--- src/rtl/cov_pkg.sv ---
// Shared types, codes and constants of the cursor overlay compositor.
`timescale 1ns / 1ps
`default_nettype none
package cov_pkg;

  localparam int unsigned SHAPE_WORDS_DEF = 4096;
  localparam int unsigned CFG_DW = 14;
  localparam int unsigned CFG_IW = 3;
  localparam logic [31:0] ALPHA_OPAQUE = 32'hFF00_0000;

  typedef enum logic [1:0] {
    ACT_LOAD  = 2'd0,
    ACT_FRAME = 2'd1,
    ACT_PIXEL = 2'd2,
    ACT_NOP   = 2'd3
  } action_e;

  typedef enum logic [1:0] {
    KIND_LOAD  = 2'd0,
    KIND_BOX   = 2'd1,
    KIND_PIXEL = 2'd2
  } kind_e;

  typedef enum logic [1:0] {
    ST_OK      = 2'd0,
    ST_EMPTY   = 2'd1,
    ST_NOFRAME = 2'd2
  } status_e;

  typedef enum logic [1:0] {
    CT_MONO   = 2'd0,
    CT_ALPHA  = 2'd1,
    CT_MASKED = 2'd2,
    CT_PASS   = 2'd3
  } ctype_e;

  typedef enum logic [1:0] {
    ROT_0   = 2'd0,
    ROT_90  = 2'd1,
    ROT_180 = 2'd2,
    ROT_270 = 2'd3
  } rot_e;

  typedef enum logic [CFG_IW-1:0] {
    REG_ROTATION     = 3'd0,
    REG_CURSOR_TYPE  = 3'd1,
    REG_CURSOR_WIDTH = 3'd2,
    REG_SHAPE_HEIGHT = 3'd3,
    REG_SHAPE_PITCH  = 3'd4,
    REG_SCREEN_WIDTH = 3'd5,
    REG_SCREEN_HEIGHT = 3'd6
  } reg_e;

  typedef struct packed {
    rot_e        rotation;
    ctype_e      cursor_type;
    logic [8:0]  cursor_width;
    logic [9:0]  shape_height;
    logic [10:0] shape_pitch;
    logic [13:0] screen_width;
    logic [13:0] screen_height;
  } cfg_t;

  typedef struct packed {
    kind_e       kind;
    status_e     status;
    logic [12:0] box_left;
    logic [12:0] box_top;
    logic [13:0] box_width;
    logic [13:0] box_height;
    logic        last;
  } res_t;

  typedef struct packed {
    res_t               res;
    logic               compose;
    logic [31:0]        desk;
    logic signed [17:0] cx;
    logic signed [17:0] cy;
    logic               wr;
    logic [11:0]        waddr;
    logic [31:0]        wdata;
  } item_t;

endpackage
`default_nettype wire

--- src/rtl/cov_frame.sv ---
// Input register, frame setup with box clipping, raster counters and cursor coordinates.
`timescale 1ns / 1ps
`default_nettype none
module cov_frame import cov_pkg::*; (
  input  wire logic               clk_i,
  input  wire logic               rst_ni,
  input  wire cfg_t               cfg_i,
  input  wire logic               s_valid_i,
  output logic                    s_ready_o,
  input  wire action_e            action_i,
  input  wire logic [11:0]        shape_addr_i,
  input  wire logic [31:0]        shape_data_i,
  input  wire logic signed [13:0] pointer_x_i,
  input  wire logic signed [13:0] pointer_y_i,
  input  wire logic [31:0]        desktop_pixel_i,
  output logic                    m_valid_o,
  input  wire logic               m_ready_i,
  output item_t                   m_item_o
);

  logic               v1_q, v2_q;
  action_e            act1_q;
  logic [11:0]        addr1_q;
  logic [31:0]        data1_q, desk1_q;
  logic signed [13:0] px1_q, py1_q;
  item_t              item_d, item2_q;
  logic               en2, fire1;

  logic [13:0] col_q, row_q, region_w_q, region_h_q;
  logic [9:0]  skip_cols_q, skip_rows_q;
  logic        active_q;

  logic [9:0]         ch;
  logic signed [17:0] cw_s, ch_s, capw, caph, dw, dh, pxs, pys, dx, dy;
  logic signed [17:0] rgt, bot, lc, tc, rc, bc, bw, bh, ox, oy, cx, cy;
  logic               empty, wrap_col, wrap_row;
  logic [13:0]        col_n, row_n;

  assign en2       = !v2_q || m_ready_i;
  assign s_ready_o = !v1_q || en2;
  assign fire1     = v1_q && en2;
  assign m_valid_o = v2_q;
  assign m_item_o  = item2_q;

  always_ff @(posedge clk_i or negedge rst_ni) begin
    if (!rst_ni) begin
      v1_q <= 1'b0;
      v2_q <= 1'b0;
    end else begin
      if (s_ready_o) v1_q <= s_valid_i;
      if (en2) v2_q <= v1_q;
    end
  end

  always_ff @(posedge clk_i) begin
    if (s_valid_i && s_ready_o) begin
      act1_q  <= action_i;
      addr1_q <= shape_addr_i;
      data1_q <= shape_data_i;
      px1_q   <= pointer_x_i;
      py1_q   <= pointer_y_i;
      desk1_q <= desktop_pixel_i;
    end
    if (fire1) item2_q <= item_d;
  end

  // Box placement in the landscape desktop image and its clip to the screen.
  always_comb begin
    ch   = (cfg_i.cursor_type == CT_MONO) ? {1'b0, cfg_i.shape_height[9:1]}
                                          : cfg_i.shape_height;
    cw_s = 18'({1'b0, cfg_i.cursor_width});
    ch_s = 18'({1'b0, ch});
    capw = cfg_i.rotation[0] ? ch_s : cw_s;
    caph = cfg_i.rotation[0] ? cw_s : ch_s;
    dw   = 18'({1'b0, cfg_i.rotation[0] ? cfg_i.screen_height : cfg_i.screen_width});
    dh   = 18'({1'b0, cfg_i.rotation[0] ? cfg_i.screen_width : cfg_i.screen_height});
    pxs  = 18'(px1_q);
    pys  = 18'(py1_q);
    unique case (cfg_i.rotation)
      ROT_90: begin
        dx = pys;
        dy = dh - 18'sd1 - pxs - cw_s;
      end
      ROT_180: begin
        dx = dw - 18'sd1 - pxs - cw_s;
        dy = dh - 18'sd1 - pys - ch_s;
      end
      ROT_270: begin
        dx = dw - 18'sd1 - pys - ch_s;
        dy = pxs;
      end
      default: begin
        dx = pxs;
        dy = pys;
      end
    endcase
    rgt   = dx + capw;
    bot   = dy + caph;
    lc    = (dx < 18'sd0) ? 18'sd0 : dx;
    tc    = (dy < 18'sd0) ? 18'sd0 : dy;
    rc    = (rgt > dw) ? dw : rgt;
    bc    = (bot > dh) ? dh : bot;
    bw    = rc - lc;
    bh    = bc - tc;
    empty = (bw <= 18'sd0) || (bh <= 18'sd0);
  end

  // Shape coordinates of the current pixel.
  always_comb begin
    ox = $signed({4'b0, col_q}) + $signed({8'b0, skip_cols_q});
    oy = $signed({4'b0, row_q}) + $signed({8'b0, skip_rows_q});
    unique case (cfg_i.rotation)
      ROT_90: begin
        cx = cw_s - 18'sd1 - oy;
        cy = ox;
      end
      ROT_180: begin
        cx = cw_s - 18'sd1 - ox;
        cy = ch_s - 18'sd1 - oy;
      end
      ROT_270: begin
        cx = oy;
        cy = ch_s - 18'sd1 - ox;
      end
      default: begin
        cx = ox;
        cy = oy;
      end
    endcase
    col_n    = col_q + 14'd1;
    row_n    = row_q + 14'd1;
    wrap_col = col_n >= region_w_q;
    wrap_row = row_n >= region_h_q;
  end

  always_comb begin
    item_d       = '0;
    item_d.desk  = desk1_q;
    item_d.cx    = cx;
    item_d.cy    = cy;
    item_d.waddr = addr1_q;
    item_d.wdata = data1_q;
    unique case (act1_q)
      ACT_LOAD: begin
        item_d.res.kind = KIND_LOAD;
        item_d.wr       = 1'b1;
      end
      ACT_FRAME: begin
        item_d.res.kind = KIND_BOX;
        if (empty) begin
          item_d.res.status = ST_EMPTY;
        end else begin
          item_d.res.box_left   = lc[12:0];
          item_d.res.box_top    = tc[12:0];
          item_d.res.box_width  = bw[13:0];
          item_d.res.box_height = bh[13:0];
        end
      end
      ACT_PIXEL: begin
        item_d.res.kind = KIND_PIXEL;
        if (active_q) begin
          item_d.compose  = 1'b1;
          item_d.res.last = wrap_col && wrap_row;
        end else begin
          item_d.res.status = ST_NOFRAME;
        end
      end
      default: item_d.res.kind = KIND_LOAD;
    endcase
  end

  always_ff @(posedge clk_i or negedge rst_ni) begin
    if (!rst_ni) begin
      col_q       <= '0;
      row_q       <= '0;
      region_w_q  <= '0;
      region_h_q  <= '0;
      skip_cols_q <= '0;
      skip_rows_q <= '0;
      active_q    <= 1'b0;
    end else if (fire1) begin
      unique case (act1_q)
        ACT_FRAME: begin
          col_q    <= '0;
          row_q    <= '0;
          active_q <= !empty;
          if (empty) begin
            region_w_q  <= '0;
            region_h_q  <= '0;
            skip_cols_q <= '0;
            skip_rows_q <= '0;
          end else begin
            region_w_q  <= bw[13:0];
            region_h_q  <= bh[13:0];
            skip_cols_q <= (dx < 18'sd0) ? 10'(-dx) : 10'd0;
            skip_rows_q <= (dy < 18'sd0) ? 10'(-dy) : 10'd0;
          end
        end
        ACT_PIXEL: begin
          if (active_q) begin
            if (wrap_col) begin
              col_q <= '0;
              if (wrap_row) begin
                row_q    <= '0;
                active_q <= 1'b0;
              end else begin
                row_q <= row_n;
              end
            end else begin
              col_q <= col_n;
            end
          end
        end
        default: ;
      endcase
    end
  end

endmodule
`default_nettype wire

--- config.mk ---
export PLATFORM = sky130hd
export DESIGN_NAME = cov_frame
export DESIGN_NICKNAME = d
export VERILOG_FILES = /design/src/rtl/cov_pkg.sv /design/src/rtl/cov_frame.sv
export SDC_FILE = /design/constraint.sdc
export NUM_CORES = 1
export LEC_CHECK = 0
export ABC_CLOCK_PERIOD_IN_PS = 27700
export BUFFER_PORTS_ARGS = -buffer_cell sky130_fd_sc_hd__buf_2
export CAP_MARGIN = 20
export CORE_ASPECT_RATIO = 0.75
export CORE_MARGIN = 10
export CORE_UTILIZATION = 30
export DETAILED_ROUTE_END_ITERATION = 7
export HOLD_SLACK_MARGIN = 0.1
export MAX_ROUTING_LAYER = met4
export PLACE_DENSITY = 0.54
export RECOVER_POWER = 100
export SETUP_SLACK_MARGIN = 0.3
export SLEW_MARGIN = 20
export SYNTH_ARGS = -nofsm -noshare
export SYNTH_HDL_FRONTEND = slang
export SYNTH_SLANG_ARGS = --single-unit
--- constraint.sdc ---
create_clock -name clk_i -period 27.7 [get_ports clk_i]
set_input_delay 1.385 -clock clk_i [delete_from_list [all_inputs] [get_ports clk_i]]
set_output_delay 1.385 -clock clk_i [all_outputs]
set_load 0.1 [all_outputs]
==> summary.md <==
| Metric | Value |
|---|---|
| Status | `finished with violations` |
| Failing checks | `capacitance limit, slew limit` |
| Hold bufs inserted after CTS | `0` |
| Count of routing violations after the opening detailed-route iteration | `2344` |
| Fin crit period | `18920 ps` |
| CP max stage cell | `clkbuf_1` |
| DRC viols | `0` |
| # Post-CTS Setup Buffers | `0` |
| Yosys reg bits | `356` |
| Final WL | `93510 µm` |
| HP Class | `flop to flop` |
| Starting Density | `30.15%` |
| Clock root buffer | `clkbuf_16` |
| Register clock-pin slew on the reported worst setup and hold paths | `60 ps` |
| Largest net degree at the start of global routing | `76` |
| Area taken by multi-input logic gates | `15230 µm²` |
| First-pass GRT wire length | `138300 µm` |
| Pwr per Cell Area | `84.49 nW/µm²` |
| Avg Cell Area, Syn | `9.544 µm²` |
| Vias in the first global route | `21.29k` |
| Critical path class | `primary input to flop` |
| Routed WL per cell | `21.28 µm` |
| I/O pins | `347` |
| Max Fclk | `0.05284 GHz` |
| Slew Viols, Final | `565` |
| Switching share of power | `45.00%` |
| Vias post-DR | `22.35k` |
| Die H | `279.4 µm` |
| FP Rows | `95` |
| Worst Max-Slew Pin Slew | `4378 ps` |
| GRT Overall Usage | `18.00%` |
| FILL cells | `9263` |
| Critical Path Max Stage Delay | `1750 ps` |
| Max cap viols | `10` |
| Grt total ovfl | `0` |
| RePlAce Congestion | `0.9210` |
| # setup viols final | `0` |
| TritonCTS sink count | `356` |
| Sequential Area | `10290 µm²` |
| Die ar. | `102200 µm²` |
| Combinational Power Share | `52.2%` |
| Synth Instances | `2820` |
| Async SR Flop Fraction | `22.19%` |
| Commonest cells in the netlist | `277 x edfxtp_1, 269 x inv_1, 266 x ha_1` |
| Vias per inst | `5.086` |
| Initial antenna violation count | `3` |
| Die X-Extent | `365.9 µm` |
| Mapped cell area | `26910 µm²` |
| Cell internal pwr | `0.001448 W` |
| Cts repair resizes | `0` |
| Core box area | `89270 µm²` |
| Most area-consuming cells after synthesis | `edfxtp_1 31%, ha_1 12%, dfrtp_1 7.3%` |
| Pre-CTS WS | `11800 ps` |
| Net Sw Power | `0.001185 W` |
| Leakage power | `13.45 nW` |
| Yosys Warn Count | `0` |
| EDFF count, synth | `277` |
| I/O Buffers | `335` |
| Post-DP HPWL | `74980 µm` |
| Cell mode on critical path | `ha_1` |
| CTS tree | `done` |
| Critical Path AT | `19270 ps` |
| Maximum clock path buffer count | `3` |
| Max-slew headroom | `-191.8%` |
| Worst setup EP type | `flop` |
| Worst clock skew | `38.93 ps` |
| Critical Path RT | `28040 ps` |
| Flop pwr share | `25.8%` |
| TritonRoute pass-1 iters | `6` |
| Dominant synthesized flop cell | `edfxtp_1` |
| Synth Net Count | `3290` |
| Remaining antenna violation count | `0` |
| Clk pwr share | `22.1%` |
| Most frequent cell after synthesis | `edfxtp_1` |
| H-tree depth | `2` |
| Synth cell types | `84` |
| Synth-to-layout area growth | `15.75%` |
| CTS Buf Count | `41` |
| Share of the synthesized area in the top cell type | `30.91%` |
| Hold Vio Cnt, Final | `0` |
| Final TNS setup | `0 ps` |
| Area leader, netlist | `edfxtp_1` |
| Setup crit start kind | `primary input` |
| Fin nets | `3617` |
| Period utilization | `68.32%` |
| PnR worst setup slack | `8776 ps` |
| RSZ-0062 raised after global routing | `no` |
| Sequential area share after synthesis | `38.25%` |
| Worst vdd ir | `0.04022 mV` |
| Pwr Total | `0.002632 W` |
| Critical-path maximum fanout | `46` |
| Clk_lat worst skew | `590 ps` |
| Share of cells above drive strength 1 | `8.745%` |
[sequential cells by signal, indices dropped and copies added, names as in the netlist, 2 cells and up]
| signal | flops |
|---|---|
| py1_q | 14 |
| addr1_q | 12 |
| px1_q | 14 |
| act1_q | 2 |
| skip_cols_q | 10 |
| col_q | 14 |
| skip_rows_q | 10 |
| data1_q | 32 |
| row_q | 14 |
| m_item_o | 171 |
| desk1_q | 32 |
| region_w_q | 14 |
| region_h_q | 14 |
[cell usage in the layout (no fill, tap or decap), types with 15 or more instances in the layout]
cell type  netlist  layout
o21a_1          19      19
nand2_1        212     212
a211oi_1        17      17
or2_2           19      17
ha_1           266     265
and3_1          30      30
nand3_1         60      60
xor2_1          79      79
mux2i_1         81      81
nand2b_1        37      37
buf_2           11     155
a31oi_1         23      23
buf_4           10      17
clkbuf_16        0      45
clkbuf_1        53     202
nor2b_1         31      31
xnor2_1        147     147
nand4_1         34      34
nor4_1          15      15
dfrtp_1         79      79
nor3_1          41      41
o211ai_1        18      18
edfxtp_1       277     277
inv_1          269     268
a221oi_1        17      17
a21oi_1        188     188
o22ai_1         36      36
o21bai_1        24      24
a21o_1          65      65
nor2_1         263     263
fa_1            32      32
o21ai_0        117     116
o31ai_1         25      25
[power by group through the flow]
stage	Combinational, W	Clock, W	Sequential [W]
finish	0.00137	0.000581	0.000678
global route	0.00150	0.000619	0.000685
CTS	0.00137	0.000597	0.000675
detailed placement	0.00136	0	0.000685
global placement	0.00136	0	0.000683
floorplan	0.000822	0	0.000863
[logic make-up (layout without fill, tap and decap cells)]
kind of cell | after synthesis | after routing | share of synthesized area (%)
AO/OA/AOI/OAI | 680 | 680 | 16.60
XOR/XNOR | 228 | 228 | 7.522
adder cells (fa/ha/maj) | 298 | 298 | 14.75
buffers and inverters | 353 | 712 | 5.133
flip-flops | 356 | 356 | 38.25
multiplexers | 89 | 89 | 3.347
other | 0 | 4 | 0
AND/OR/NAND/NOR | 816 | 816 | 14.40
[layout make-up]
cell class | instances | area share [%]
antenna | 4 | 0.03213
sequential | 356 | 33.05
clock buffer | 57 | 3.888
tap | 1212 | 4.868
timing repair buffer | 366 | 5.238
clock inverter | 18 | 0.7591
multi-input combinational | 2111 | 48.90
inverter | 271 | 3.265
[worst max-delay path, delay by kind of cell]
family | cells | cell delay, ps
and+or+nand+nor | 14 | 4000
adders and majority gates | 5 | 1780
xor gates and xnor gates | 5 | 1110
muxes | 2 | 640
buffers and inverters | 4 | 4120
AOI/OAI and AO/OA | 19 | 6220
[layer usage]
layer  GRT usage [%]  part of all wire, %  vias up  routed length (µm)
met5               -                    0        -                   0
met4           2.810                  1.5        0                1400
met3           4.259                  8.5       74                7969
met2           26.04                   42      738               39290
met1           25.68                   48    10680               44850
li1                -                    -    10860                   -
[through the flow]
stage	cell area [µm²]	hold WS, ps	util [%]	std cells
CTS	31440	407.7	35.22	4391
finish	31150	409.4	34.90	4395
floorplan	26910	400.3	-	2820
global route	31150	412.6	34.89	4394
detailed placement	30000	404.5	33.60	4316
global placement	30000	400.2	33.60	4316
[final timing paths]
kind,startpoint,to,slack (ps),cells past startpoint
max reg2reg,px1_q[0],m_item_o[143],13050,44
min in group asynchronous,rst_ni,row_q[12],660,1
min,desk1_q[6],m_item_o[87],410,0
max,cfg_i[60],m_item_o[143],8780,49
max in group asynchronous,rst_ni,col_q[13],22640,2
min reg2reg,desk1_q[6],m_item_o[87],410,0
Power figures use the tool's default switching activity.
